File: src/rtl/assert_macros.svh
// Assertion helpers for the checking modules; the back end includes them.
`ifndef ASSERT_MACROS_SVH
`define ASSERT_MACROS_SVH

// Check a property on every rising edge outside reset.
`define HFCC_ASSERT(lbl, clk, rst, prop) \
  lbl: assert property (@(posedge clk) disable iff (rst) (prop)) \
    else $error("hfcc assertion failed");

// Check a property on every rising edge, reset included.
`define HFCC_ASSERT_ALWAYS(lbl, clk, prop) \
  lbl: assert property (@(posedge clk) (prop)) \
    else $error("hfcc assertion failed");

`endif

File: src/rtl/hfcc_pkg.sv
package hfcc_pkg;

  localparam logic [15:0] CRC_INIT     = 16'hFFFF;
  localparam logic [15:0] CRC_POLY     = 16'h1021;
  localparam int          MIN_CHARS    = 14;
  localparam int          DELAY_DEPTH  = 5;
  localparam int          HEADER_BYTES = 5;
  localparam logic [3:0]  COUNT_MAX    = 4'd15;

  typedef enum logic [1:0] {
    STATUS_OK       = 2'd0,
    STATUS_SHORT    = 2'd1,
    STATUS_MISMATCH = 2'd2
  } status_t;

  typedef struct packed {
    logic [7:0] character;
    logic       last;
  } char_beat_t;

  typedef struct packed {
    status_t     status;
    logic [7:0]  frame_id;
    logic [15:0] sequence_res;
    logic [15:0] payload_length;
    logic [15:0] received_crc;
  } res_beat_t;

  // One unit of work from the front to the back.
  typedef struct packed {
    logic        byte_ok;
    logic [7:0]  byte_val;
    logic        last;
    logic        short_frame;
    logic [15:0] rx_crc;
  } op_t;

  // Digit value in the low four bits; bit 4 set when not a hex digit.
  function automatic logic [4:0] hfcc_hex_digit(input logic [7:0] c);
    logic [4:0] d;
    d = 5'd16;
    if (c >= 8'h30 && c <= 8'h39) d = {1'b0, 4'(c - 8'h30)};
    else if (c >= 8'h61 && c <= 8'h66) d = {1'b0, 4'(c - 8'h57)};
    else if (c >= 8'h41 && c <= 8'h46) d = {1'b0, 4'(c - 8'h37)};
    return d;
  endfunction

  function automatic logic [7:0] hfcc_pair_value(input logic [7:0] first,
                                                 input logic [7:0] second);
    logic [4:0] hi;
    logic [4:0] lo;
    logic [7:0] v;
    hi = hfcc_hex_digit(first);
    lo = hfcc_hex_digit(second);
    if (hi[4])      v = 8'h00;
    else if (lo[4]) v = {4'h0, hi[3:0]};
    else            v = {hi[3:0], lo[3:0]};
    return v;
  endfunction

  function automatic logic [15:0] hfcc_crc_byte(input logic [15:0] crc_in,
                                                input logic [7:0]  b);
    logic [15:0] c;
    c = crc_in ^ {b, 8'h00};
    for (int k = 0; k < 8; k++) begin
      if (c[15]) c = {c[14:0], 1'b0} ^ CRC_POLY;
      else       c = {c[14:0], 1'b0};
    end
    return c;
  endfunction

endpackage

File: src/rtl/hfcc_front.sv
module hfcc_front (
  input  logic                clk,
  input  logic                rst,
  input  logic                char_valid,
  input  hfcc_pkg::char_beat_t char_data,
  input  logic                q_full,
  output logic                char_stall,
  output logic                push,
  output hfcc_pkg::op_t       push_op
);
  import hfcc_pkg::*;

  logic [7:0] delay [DELAY_DEPTH];
  logic [3:0] char_count;
  logic       count_odd;
  logic       accept;

  assign char_stall = q_full;
  assign accept     = char_valid && !q_full;

  // A data pair closes four characters back on every odd character index.
  always_comb begin
    push_op.byte_ok     = (char_count >= 4'(DELAY_DEPTH)) && count_odd;
    push_op.byte_val    = hfcc_pair_value(delay[4], delay[3]);
    push_op.last        = char_data.last;
    push_op.short_frame = char_count < 4'(MIN_CHARS - 1);
    push_op.rx_crc      = {hfcc_pair_value(delay[2], delay[1]),
                           hfcc_pair_value(delay[0], char_data.character)};
    push                = accept && (push_op.byte_ok || char_data.last);
  end

  always_ff @(posedge clk) begin
    if (rst) begin
      char_count <= '0;
      count_odd  <= 1'b0;
      for (int i = 0; i < DELAY_DEPTH; i++) delay[i] <= '0;
    end else if (accept) begin
      if (char_data.last) begin
        char_count <= '0;
        count_odd  <= 1'b0;
        for (int i = 0; i < DELAY_DEPTH; i++) delay[i] <= '0;
      end else begin
        for (int i = DELAY_DEPTH - 1; i > 0; i--) delay[i] <= delay[i-1];
        delay[0]  <= char_data.character;
        if (char_count != COUNT_MAX) char_count <= char_count + 4'd1;
        count_odd <= ~count_odd;
      end
    end
  end

endmodule

File: src/rtl/hfcc_queue.sv
module hfcc_queue #(
  parameter int DEPTH = 4
) (
  input  logic          clk,
  input  logic          rst,
  input  logic          push,
  input  hfcc_pkg::op_t push_op,
  input  logic          pop,
  output logic          full,
  output logic          head_valid,
  output hfcc_pkg::op_t head_op
);
  import hfcc_pkg::*;

  localparam int PTR_W = (DEPTH > 1) ? $clog2(DEPTH) : 1;
  localparam int CNT_W = $clog2(DEPTH + 1);

  op_t              slots [DEPTH];
  logic [PTR_W-1:0] wr_ptr;
  logic [PTR_W-1:0] rd_ptr;
  logic [CNT_W-1:0] count;

  assign full       = count == CNT_W'(DEPTH);
  assign head_valid = count != '0;
  assign head_op    = slots[rd_ptr];

  function automatic logic [PTR_W-1:0] wrap_inc(input logic [PTR_W-1:0] p);
    return (p == PTR_W'(DEPTH - 1)) ? '0 : p + PTR_W'(1);
  endfunction

  always_ff @(posedge clk) begin
    if (push) slots[wr_ptr] <= push_op;
  end

  always_ff @(posedge clk) begin
    if (rst) begin
      wr_ptr <= '0;
      rd_ptr <= '0;
      count  <= '0;
    end else begin
      if (push) wr_ptr <= wrap_inc(wr_ptr);
      if (pop)  rd_ptr <= wrap_inc(rd_ptr);
      unique case ({push, pop})
        2'b10:   count <= count + CNT_W'(1);
        2'b01:   count <= count - CNT_W'(1);
        default: count <= count;
      endcase
    end
  end

endmodule

File: src/rtl/hfcc_back.sv
module hfcc_back (
  input  logic                 clk,
  input  logic                 rst,
  input  logic                 head_valid,
  input  hfcc_pkg::op_t        head_op,
  input  logic                 res_stall,
  output logic                 pop,
  output logic                 res_valid,
  output hfcc_pkg::res_beat_t  res_data
);
  import hfcc_pkg::*;
  `include "assert_macros.svh"

  logic [15:0] crc;
  logic [15:0] crc_upd;
  logic [2:0]  bytes_taken;
  logic [7:0]  hdr      [HEADER_BYTES];
  logic [7:0]  hdr_next [HEADER_BYTES];
  logic        take_hdr;
  logic        pop_last;
  res_beat_t   result;

  // Hold a frame end while an earlier result still waits downstream.
  assign pop      = head_valid && (!head_op.last || !res_valid || !res_stall);
  assign pop_last = pop && head_op.last;
  assign take_hdr = head_op.byte_ok && (bytes_taken < 3'(HEADER_BYTES));

  always_comb begin
    crc_upd = head_op.byte_ok ? hfcc_crc_byte(crc, head_op.byte_val) : crc;
    for (int i = 0; i < HEADER_BYTES; i++) hdr_next[i] = hdr[i];
    if (take_hdr) hdr_next[bytes_taken] = head_op.byte_val;
    if (head_op.short_frame) begin
      result = '{status: STATUS_SHORT, frame_id: '0, sequence_res: '0,
                 payload_length: '0, received_crc: '0};
    end else begin
      result.status         = (head_op.rx_crc == crc_upd) ? STATUS_OK : STATUS_MISMATCH;
      result.frame_id       = hdr_next[0];
      result.sequence_res   = {hdr_next[1], hdr_next[2]};
      result.payload_length = {hdr_next[3], hdr_next[4]};
      result.received_crc   = head_op.rx_crc;
    end
  end

  always_ff @(posedge clk) begin
    if (rst) begin
      crc         <= CRC_INIT;
      bytes_taken <= '0;
      res_valid   <= 1'b0;
    end else begin
      if (res_valid && !res_stall) res_valid <= 1'b0;
      if (pop) begin
        if (head_op.last) begin
          res_valid   <= 1'b1;
          crc         <= CRC_INIT;
          bytes_taken <= '0;
        end else begin
          crc <= crc_upd;
          if (take_hdr) bytes_taken <= bytes_taken + 3'd1;
        end
      end
    end
  end

  always_ff @(posedge clk) begin
    if (pop) begin
      for (int i = 0; i < HEADER_BYTES; i++) hdr[i] <= hdr_next[i];
    end
    if (pop_last) res_data <= result;
  end

  `HFCC_ASSERT(a_last_gives_result, clk, rst, pop_last |=> res_valid)
  `HFCC_ASSERT(a_no_overwrite, clk, rst, (res_valid && res_stall) |-> !pop_last)
  `HFCC_ASSERT(a_frame_clear, clk, rst, pop_last |=> (crc == CRC_INIT && bytes_taken == 3'd0))

endmodule

File: src/rtl/hex_frame_crc_checker_core.sv
// Result path: the last character's op is written into the op queue, then popped by the back end
// into the registered result beat; it also waits behind every op queued ahead of it.
// Throughput: one character beat per cycle, set by the single-byte CRC step in the back end;
// a stalled result holds only frame ends, so bytes keep draining until the queue fills.
// Reset: synchronous, active high; clears the character history, CRC (to 0xFFFF) and queue.
module hex_frame_crc_checker_core #(
  parameter int QUEUE_DEPTH = 4
) (
  input  logic                 clk,
  input  logic                 rst,
  input  logic                 char_valid,
  output logic                 char_stall,
  input  hfcc_pkg::char_beat_t char_data,
  output logic                 res_valid,
  input  logic                 res_stall,
  output hfcc_pkg::res_beat_t  res_data
);
  import hfcc_pkg::*;

  // Front end: character history, pairing into bytes and frame-end
  // classification. Only beats that close a byte or end a frame become ops.
  logic q_full;
  logic push;
  op_t  push_op;

  // Queue between the halves, so the character side keeps moving while a
  // finished result waits to be taken.
  logic head_valid;
  op_t  head_op;
  logic pop;

  hfcc_front u_front (
    .clk        (clk),
    .rst        (rst),
    .char_valid (char_valid),
    .char_data  (char_data),
    .q_full     (q_full),
    .char_stall (char_stall),
    .push       (push),
    .push_op    (push_op)
  );

  hfcc_queue #(
    .DEPTH (QUEUE_DEPTH)
  ) u_queue (
    .clk        (clk),
    .rst        (rst),
    .push       (push),
    .push_op    (push_op),
    .pop        (pop),
    .full       (q_full),
    .head_valid (head_valid),
    .head_op    (head_op)
  );

  // Back end: running CRC, header capture and the registered result beat.
  hfcc_back u_back (
    .clk        (clk),
    .rst        (rst),
    .head_valid (head_valid),
    .head_op    (head_op),
    .res_stall  (res_stall),
    .pop        (pop),
    .res_valid  (res_valid),
    .res_data   (res_data)
  );

endmodule

File: config.mk
export PLATFORM = sky130hd
export DESIGN_NAME = hex_frame_crc_checker_core
export DESIGN_NICKNAME = d
export VERILOG_FILES = /design/src/rtl/hfcc_pkg.sv /design/src/rtl/hfcc_front.sv /design/src/rtl/hfcc_queue.sv /design/src/rtl/hfcc_back.sv /design/src/rtl/hex_frame_crc_checker_core.sv
export VERILOG_INCLUDE_DIRS = /design/src /design/src/rtl
export SDC_FILE = /design/constraint.sdc
export NUM_CORES = 1
export LEC_CHECK = 0
export ABC_AREA = 1
export CAP_MARGIN = 20
export CORE_MARGIN = 2
export CORE_UTILIZATION = 40
export CTS_CLUSTER_SIZE = 10
export DETAILED_ROUTE_END_ITERATION = 12
export DONT_BUFFER_PORTS = 1
export GPL_ROUTABILITY_DRIVEN = 0
export HOLD_SLACK_MARGIN = 0.12
export PLACE_DENSITY = 0.53
export SETUP_SLACK_MARGIN = 0.3
export SLEW_MARGIN = 10
export SYNTH_ARGS = -nofsm -noshare
export SYNTH_HDL_FRONTEND = slang
export SYNTH_SLANG_ARGS = --single-unit
File: constraint.sdc
create_clock -name clk -period 5.75 [get_ports clk]
set_input_delay 0.575 -clock clk [delete_from_list [all_inputs] [get_ports clk]]
set_output_delay 0.575 -clock clk [all_outputs]
set_load 0.02 [all_outputs]
After elaboration in Yosys (flattened, before gate mapping):

Memories as Yosys holds them, arrays and structs flattened. A register that Yosys moved wholly into a read port is not among the register bits.
Index checks and enable logic that the tools add are counted.

* shift operators: 0
* order comparisons: 41
* div/mod/pow operators: 0
* multiply operators: 0
* muxes and demuxes: 76
* reductions and logical operators: 39
* equal/unequal tests: 7
* bitwise gates (word level): 21
* $add $sub $neg: 24

Operator list (count)
* 8-bit two-way mux: 17
* 13-bit two-way mux: 8
* 8-bit by 7-bit greater-or-equal comparator with 1-bit output (second input constant): 12
* 8-bit by 7-bit <= comparator with 1-bit output (second input constant): 12
* 5-bit two-way mux: 18
* 8-bit by 6-bit greater-or-equal comparator with 1-bit output (second input constant): 6
* 8-bit by 6-bit <= comparator with 1-bit output (second input constant): 6
* 4-bit by 3-bit subtractor with 4-bit output (second input constant): 12
* 40-bit bitwise mux: 1
* 40-bit two-way mux: 1
* 16-bit two-way mux: 2
* 1-bit logical AND: 26
* 8-bit demux with 3-bit select: 1
* 3-bit NOT: 8
* 4-bit by 1-bit subtractor with 4-bit output (second input constant): 6
* 1-bit two-way mux: 18
* 16-bit equality test: 1
* 16-bit XOR: 1
* 2-bit two-way mux: 5
* 1-bit bitwise OR: 10
* 4-bit two-way mux: 2
* 3-bit by 1-bit adder with 3-bit output (second input constant): 2
* 2-bit equality test (second input constant): 3
* 3-bit two-way mux: 2
* 19 further kinds: 28

* input bits: 13
* latch bits: 0
* bits in writable memories: 188
* output and inout port bits: 60
* register bits: 90
* memories kept: 3
* ROM bits: 0
* word-level logic and storage cells: 224

Memory list
* u_queue.slots: depth 4, width 27, rd ports 1, clocked after memory_dff 1, wr ports 1, RTL line hfcc_queue.sv:18 `op_t slots [DEPTH];`
* u_back.hdr: depth 5, width 8, rd ports 5, clocked after memory_dff 0, wr ports 5, RTL line hfcc_back.sv:17 `logic [7:0] hdr [HEADER_BYTES];`
* u_front.delay: depth 5, width 8, rd ports 5, clocked after memory_dff 0, wr ports 5, RTL line hfcc_front.sv:13 `logic [7:0] delay [DELAY_DEPTH];`

Longest topological paths before layout:

Gate-level depths: netlist (run 1).

* depth in word-level cells: 20
* mapped depth: 20
* mapped depth without buffers: 18

Hierarchy:

Synthesis (run 1) repeated with hierarchy kept, for this count alone.

* cells, all modules: 1411
* area, all modules: 13411.6 um^2

By module, submodules not included
* hfcc_back: seq. area each 3343.2 um^2, instances 1, cells an instance 684, area an instance 5808.1 um^2
* hfcc_queue: seq. area each 3423.3 um^2, instances 1, cells an instance 322, area an instance 4518.1 um^2
* hfcc_front: seq. area each 1301.2 um^2, instances 1, cells an instance 405, area an instance 3085.5 um^2

Least setup slack after synthesis (run 1):

OpenSTA, ideal clock, no wires.

* kind: flip-flop to flip-flop
* from: register (tool-made name)
* to: register u_queue.count[2]
* library setup time: 122 ps
* clock period less this slack: 2976 ps
* required time: 5628 ps
* path slack: 2774 ps
* arrival time: 2854 ps
* cell stages (with the launch flop): 19
* buffers on the path: 3
* cells stage by stage: dfxtp_1 -> buf_6 -> inv_6 -> buf_8 -> nand2_1 -> nand3_1 -> nand2_1 -> inv_2 -> nand3_1 -> nand2_2 -> inv_2 -> buf_2 -> ha_1 -> inv_1 -> fa_1 -> a21oi_1 -> o21ai_0 -> o21ai_0 -> a21oi_1

RTL lines
* end signal: assignment: RTL line hfcc_queue.sv:44 `2'b10: count <= count + CNT_W'(1);`
* end signal: assignment: RTL line hfcc_queue.sv:45 `2'b01: count <= count - CNT_W'(1);`
* end signal: assignment: RTL line hfcc_queue.sv:46 `default: count <= count;`
* end: declaration: RTL line hfcc_queue.sv:21 `logic [CNT_W-1:0] count;`

==> flow_summary.json, run 1 <==
{
  "grt_pass1_vias": 8456,
  "reg2regPathDepth": 15,
  "start_util": 0.408,
  "layout_min_cycle_time_ns": 3.97,
  "cpLargestDelayFamily": "buffers and inverters",
  "synth_sequential_area_ratio": 0.603,
  "cts_made_buffers": 35,
  "fmax_mhz": 252,
  "whs_path_depth": 1,
  "syn_inst": 1338,
  "io_pins": 73,
  "post_cts_buffers": 0,
  "post-route-drc-count": 0,
  "antenna_left": 0,
  "clock-root-buffer": "clkbuf_16",
  "slew_viol_final": 0,
  "die_y_um": 187,
  "start_kind": "register",
  "setup_viol_count_final": 0,
  "hp-start": "rst",
  "fillCellCount": 3086,
  "leakagePower_uw": 0.00597,
  "gr-total-overflow": 0,
  "wire_per_inst_um": 16.1,
  "htreeDepth": 2,
  "ys_seq_elements": 280,
  "rows": 66,
  "power_density_nw_per_um2": 534,
  "worstSetupPathType": "register to register",
  "grt_pass1_wl_um": 46100,
  "yosys_warnings": 0,
  "synthToLayoutAreaGrowth_pct": 10.2,
  "viasPerCell": 5.05,
  "r2r_setup_slack_ns": 1.78,
  "crit_path_max_incr_delay_ns": 0.68,
  "synth_area_um2": 13400,
  "synth.avg_cell_area_um2": 10.0,
  "multi_input_area_um2": 4400,
  "end_kind": "register",
  "path_buf_inv": 5,
  "finalHoldViolCount": 0,
  "layout.nets": 1379,
  "timing.rr.end": "u_queue.count[2]",
  "clk_pin_slew_ns": 0.05,
  "drtIter0Drc": 499,
  "fin_util": 0.450,
  "min_to": "u_back.bytes_taken[0]",
  "synth_cell_types": 39,
  "clk_latency_ns": 0.51,
  "tritoncts": "done",
  "maxCapViolations": 0,
  "status": "complete, no violations",
  "grt_max_degree": 55,
  "hpwlAfterDp_um": 19100,
  "hold_path_class": "primary input to register",
  "core_area_um2": 32800,
  "vias": 9027,
  "regArea_um2": 8070,
  "portBuffers": 0,
  "die_area_um2": 34900,
  "worstPathRequired_ns": 6.14,
  "dp_slack_ns": 1.71,
  "worst_slack_ns": 1.78,
  "worst_pin_slew_ns": 1.08,
  "synth_ff_type": "edfxtp_1",
  "ys_async_sr_fraction": 0,
  "slew-limit-headroom": 0.277,
  "antenna_found_initial": 0,
  "irDropWorstVdd_v": 0.000271,
  "synth_nets": 1386,
  "finalCritPeriodShare": 0.691,
  "antennaDiodeCount": 0,
  "wirelength_um": 28800,
  "cp_slowest_cell": "inv_2",
  "fin_tns_setup_ns": 0,
  "drive_gt1_frac": 0.0987,
  "cp.arrival_ns": 4.36,
  "firstDrtPassIters": 5,
  "die_x_um": 187,
  "worst_path_most_repeated_cell": "inv_2",
  "cts.sinks": 280,
  "path_cells": "inv_2 > nand3_1 > nand2_1 > inv_2 > nand3_1 > nand2_2 > inv_2 > buf_4 > ha_1 > inv_1 > fa_1 > a21oi_1 > o21ai_0 > o21ai_0 > a21oi_1",
  "cts_resized": 0,
  "path_max_fanout": 53,
  "fin_skew_ns": 0.0197,
  "rsz0062_at_grt": "no",
  "grt_usage": 0.165,
  "ctsLongestPathBuffers": 3,
  "synth_edf_count": 246
}
-- flip-flops by register name (all words and copies together) (netlist names), named ones only --
signal / count
u_back.bytes_taken: 3
u_back.crc: 16
u_back.hdr: 40
u_back.res_data: 58
u_back.res_valid: 1
u_front.char_count: 4
u_front.count_odd: 1
u_front.delay: 40
u_queue.count: 3
u_queue.rd_ptr: 2
u_queue.slots: 108
u_queue.wr_ptr: 2
-- cell families (layout without fill, tap and decap cells) --
kind of cell | after synthesis | in the layout | share of synthesized area
adders and majority gates | 35 | 35 | 0.0333
xor gates and xnor gates | 8 | 8 | 0.00523
DFF | 280 | 280 | 0.603
and+or+nand+nor | 561 | 561 | 0.185
AOI/OAI and AO/OA | 226 | 226 | 0.102
buffers and inverters | 228 | 237 | 0.0718
-- stage by stage --
stage | instances | hold slack (ns) | total power [µW] | instance area, µm²
after floorplan | 1338 | 0.444 | 5350 | 13400
after global placement | 1734 | 0.447 | 5970 | 13700
after detailed placement | 1734 | 0.462 | 6010 | 13700
after CTS | 1788 | 0.123 | 7980 | 14700
after global routing | 1789 | 0.120 | 8420 | 14700
final | 1789 | 0.141 | 7870 | 14700
-- worst register-to-register path, cell delays in order (launching register included) --
cell and delay (ns):
dfxtp_1 0.49, inv_2 0.69, nand3_1 0.15, nand2_1 0.18, inv_2 0.07, nand3_1 0.08, nand2_2 0.29, inv_2 0.16
buf_4 0.55, ha_1 0.29, inv_1 0.07, fa_1 0.38, a21oi_1 0.14, o21ai_0 0.11, o21ai_0 0.16, a21oi_1 0.05
-- worst max-delay path by stage --
stage                        start                to  cells after the start
after detailed placement  register  u_queue.count[2]                     15
final                     register  u_queue.count[2]                     15
after global placement    register  u_queue.count[2]                     15
after floorplan           register  u_queue.count[2]                     18
after CTS                 register  u_queue.count[2]                     15
after global routing      register  u_queue.count[2]                     15
-- timing repair --
item | CTS | global route
hold endpoints to repair | 1 | 1
hold buffers | 1 | 1
endpoints found under the setup margin | 0 | 0
-- layer usage --
| layer | vias up | track usage | share of wire |
|---|---|---|---|
| li1 | 4544 | - | - |
| met5 | - | 0 | 0 |
| met3 | 40 | 0.0229 | 0.037 |
| met1 | 4258 | 0.226 | 0.47 |
| met4 | 0 | 0.0464 | 0.020 |
| met2 | 185 | 0.275 | 0.48 |
-- cells in the final DEF (no fill, tap or decap), types with 15 or more instances in the layout --
| cell | n |
|---|---|
| clkbuf_16 | 35 |
| a211oi_1 | 44 |
| dfxtp_1 | 33 |
| nand2_1 | 290 |
| ha_1 | 34 |
| or2_2 | 40 |
| nor2_1 | 98 |
| nand3_1 | 78 |
| nand2_2 | 18 |
| a21oi_1 | 88 |
| a32oi_1 | 15 |
| inv_1 | 166 |
| edfxtp_1 | 246 |
| o21ai_0 | 42 |
-- synthesized netlist by cell type (2+ instances only) --
master    number  area (µm²)
a211oi_1      44         330
a21oi_1       88         440
a31oi_1        6        37.5
a32oi_1       15         131
buf_2         23         115
buf_4          4        30.0
buf_6          6        67.6
clkbuf_1      18        67.6
dfxtp_1       34         681
edfxtp_1     246        7390
ha_1          34         425
inv_1        167         627
inv_2          8        30.0
nand2_1      290        1090
nand2_2       18         113
nand3_1       78         390
nand3_2       12         120
nand3b_1       3        22.5
nand4_1        3        18.8
nor2_1       102         383
nor3_1         3        15.0
nor4_1        10        62.6
o211ai_1       9        67.6
o21ai_0       42         210
o21ai_1        8        40.0
o22ai_1        7        43.8
o32ai_1        2        17.5
or2_2         40         250
xor2_1         8        70.1
-- where the power goes --
group	leakage, µW	internal [µW]	switching, µW
clock	0.000478	1140	798
sequential	0.00269	2930	462
combinational	0.00281	724	1810
total	0.00597	4800	3080
-- cell type report --
class,instances,share of cell area
clock buffers,47,0.0638
clock inverters,6,0.00356
inverters,176,0.0451
multi-input cells,830,0.299
flip-flops and latches,280,0.547
well taps,442,0.0375
repair buffers,8,0.00441
Note: power is estimated with default switching activity, not from simulation.
==> inputs of run 2 (changes only) <==
- PLACE_DENSITY: 0.53 -> 0.55
- clock period: 5.75 -> 3.2 ns (I/O delays scaled with it)
==> flow_summary.json, run 2 (synthesis gave the netlist of run 1 again) <==
{
  "status": "complete, no violations",
  "post-route-drc-count": 0,
  "viasPerCell": 4.99,
  "power.switching_uw": 5570,
  "finalCritPeriodShare": 0.827,
  "setup_viol_count_final": 0,
  "io_pins": 73,
  "ctsLongestPathBuffers": 3,
  "die_x_um": 187,
  "leakagePower_uw": 0.00611,
  "worstPathRequired_ns": 3.44,
  "power_density_nw_per_um2": 954,
  "grt_pass1_vias": 8726,
  "min_to": "u_queue.slots[3][3]",
  "multi_input_area_um2": 4400,
  "antenna_found_initial": 0,
  "htreeDepth": 2,
  "fillCellCount": 3105,
  "fin_skew_ns": 0.0275,
  "die_area_um2": 34900,
  "maxCapViolations": 0,
  "placed_cell_area_um2": 13900,
  "wire_per_inst_um": 15.9,
  "grt_usage": 0.166,
  "start_util": 0.408,
  "internal-power_uw": 8750,
  "timing.rr.end": "u_back.res_data[57]",
  "grt_max_degree": 59,
  "finalHoldViolCount": 0,
  "largest_register_ffs": 108,
  "slew_viol_final": 0,
  "holdWs_ns": 0.176,
  "r2r_setup_slack_ns": 0.55,
  "p_sw_frac": 0.389,
  "top_register": "u_queue.slots",
  "regArea_um2": 8070,
  "cts_made_buffers": 35,
  "whs_path_depth": 2,
  "firstDrtPassIters": 5,
  "cp.arrival_ns": 2.89,
  "path_max_fanout": 54,
  "reg.largest.list": "u_queue.slots x108, u_back.res_data x58",
  "cts.sinks": 280,
  "power_frac_seq": 0.426,
  "hold_path_class": "primary input to register",
  "rsz0062_at_grt": "yes",
  "worstSetupPathType": "register to register",
  "pwr-share-clk": 0.246,
  "clock-root-buffer": "clkbuf_16",
  "hp-start": "char_data[4]",
  "layout_common_cells": "nand2_1 (290), edfxtp_1 (246), inv_1 (165)",
  "synthToLayoutAreaGrowth_pct": 12.1,
  "wirelength_um": 29000,
  "grt_pass1_wl_um": 46600,
  "drtIter0Drc": 673,
  "design_area_um2": 15000,
  "start_kind": "register",
  "rows": 66,
  "p_comb_frac": 0.328,
  "layout_min_cycle_time_ns": 2.65,
  "portBuffers": 0,
  "gr-total-overflow": 0,
  "worst_pin_slew_ns": 0.711,
  "die_y_um": 187,
  "slew-limit-headroom": 0.525,
  "fin_tns_setup_ns": 0,
  "clk_pin_slew_ns": 0.06,
  "hpwlAfterDp_um": 19400,
  "core_area_um2": 32800,
  "tritoncts": "done",
  "layout.nets": 1407,
  "fmax_mhz": 378,
  "end_kind": "register",
  "clk_latency_ns": 0.51,
  "final_common_cell": "nand2_1",
  "drive_gt1_frac": 0.110,
  "antennaDiodeCount": 0,
  "vias": 9082,
  "antenna_left": 0,
  "irDropWorstVdd_v": 0.000534,
  "reg2regPathDepth": 18
}
==> run 2: changes by cell type in the layout (fill, tap and decap cells not counted), sizes merged <==
cell,change
buf,+18
dlygate4sd3,+10
clkbuf,+4
clkinv,-1
inv,+1
==> run 2: worst max-delay path by stage <==
stage,start,endpoint,slack (ns),cells after the start
floorplan,u_front.char_count[0],u_queue.slots[0][0],0.45,7
global placement,register,u_back.res_data[57],0.40,17
detailed placement,register,u_back.res_data[57],0.36,17
CTS,register,u_back.res_data[57],0.35,17
global route,register,u_back.res_data[57],0.23,18
finish,register,u_back.res_data[57],0.55,18
==> run 2: area by class of cell <==
class / count / share of cell area
Sequential cell: 280 / 0.538
Multi-Input combinational cell: 830 / 0.293
Clock buffer: 51 / 0.0638
Inverter: 176 / 0.0448
Tap cell: 442 / 0.0368
Timing Repair Buffer: 36 / 0.0208
Clock inverter: 6 / 0.00317
==> run 2: what timing repair did <==
action,CTS,global route
hold buffers,12,0
resized for setup,0,4
buffers inserted,0,0
endpoints found under the setup margin,0,35
endpoints found under the hold margin,29,0
==> run 2: through the flow <==
stage / worst slack [ns] / total power (µW) / cells / utilization
after floorplan: 0.452 / 9610 / 1338 / -
after global placement: 0.397 / 10800 / 1752 / 0.423
after detailed placement: 0.364 / 10900 / 1752 / 0.423
after CTS: 0.354 / 14500 / 1821 / 0.458
after global routing: 0.229 / 15300 / 1821 / 0.458
final: 0.554 / 14300 / 1821 / 0.458
==> run 2: worst max-delay path, stage by stage, from the launching register on <==
cell,delay [ns]
dfxtp_4,0.42
inv_6,0.32
nand2_1,0.11
nand3_2,0.11
nand2_2,0.24
nand2_1,0.13
nand2_1,0.09
nand2_1,0.07
nand2_1,0.09
nand2_1,0.11
nand2_1,0.08
nand2_1,0.07
nand2_1,0.05
nor2_1,0.09
nand2_1,0.07
nor2_1,0.10
nand2_1,0.05
nor2_1,0.10
nor2_1,0.04
==> run 2: layer usage <==
layer  routed length, µm  global-route usage  share of wire  up-vias
met1               14000               0.233           0.48     4271
li1                    -                   -              -     4607
met5                   0                   0              0        -
met4                 572              0.0440          0.020        0
met3                 903              0.0229          0.031       46
met2               13500               0.270           0.46      158
==> run 2: power by group through the flow <==
stage | sequential (µW) | clock, µW | combinational [µW]
3_5_place_dp | 6190 | 0 | 4700
3_3_place_gp | 6170 | 0 | 4630
6_report | 6110 | 3520 | 4700
5_1_grt | 6210 | 3760 | 5350
2_1_floorplan | 6050 | 0 | 3570
4_1_cts | 6120 | 3620 | 4730
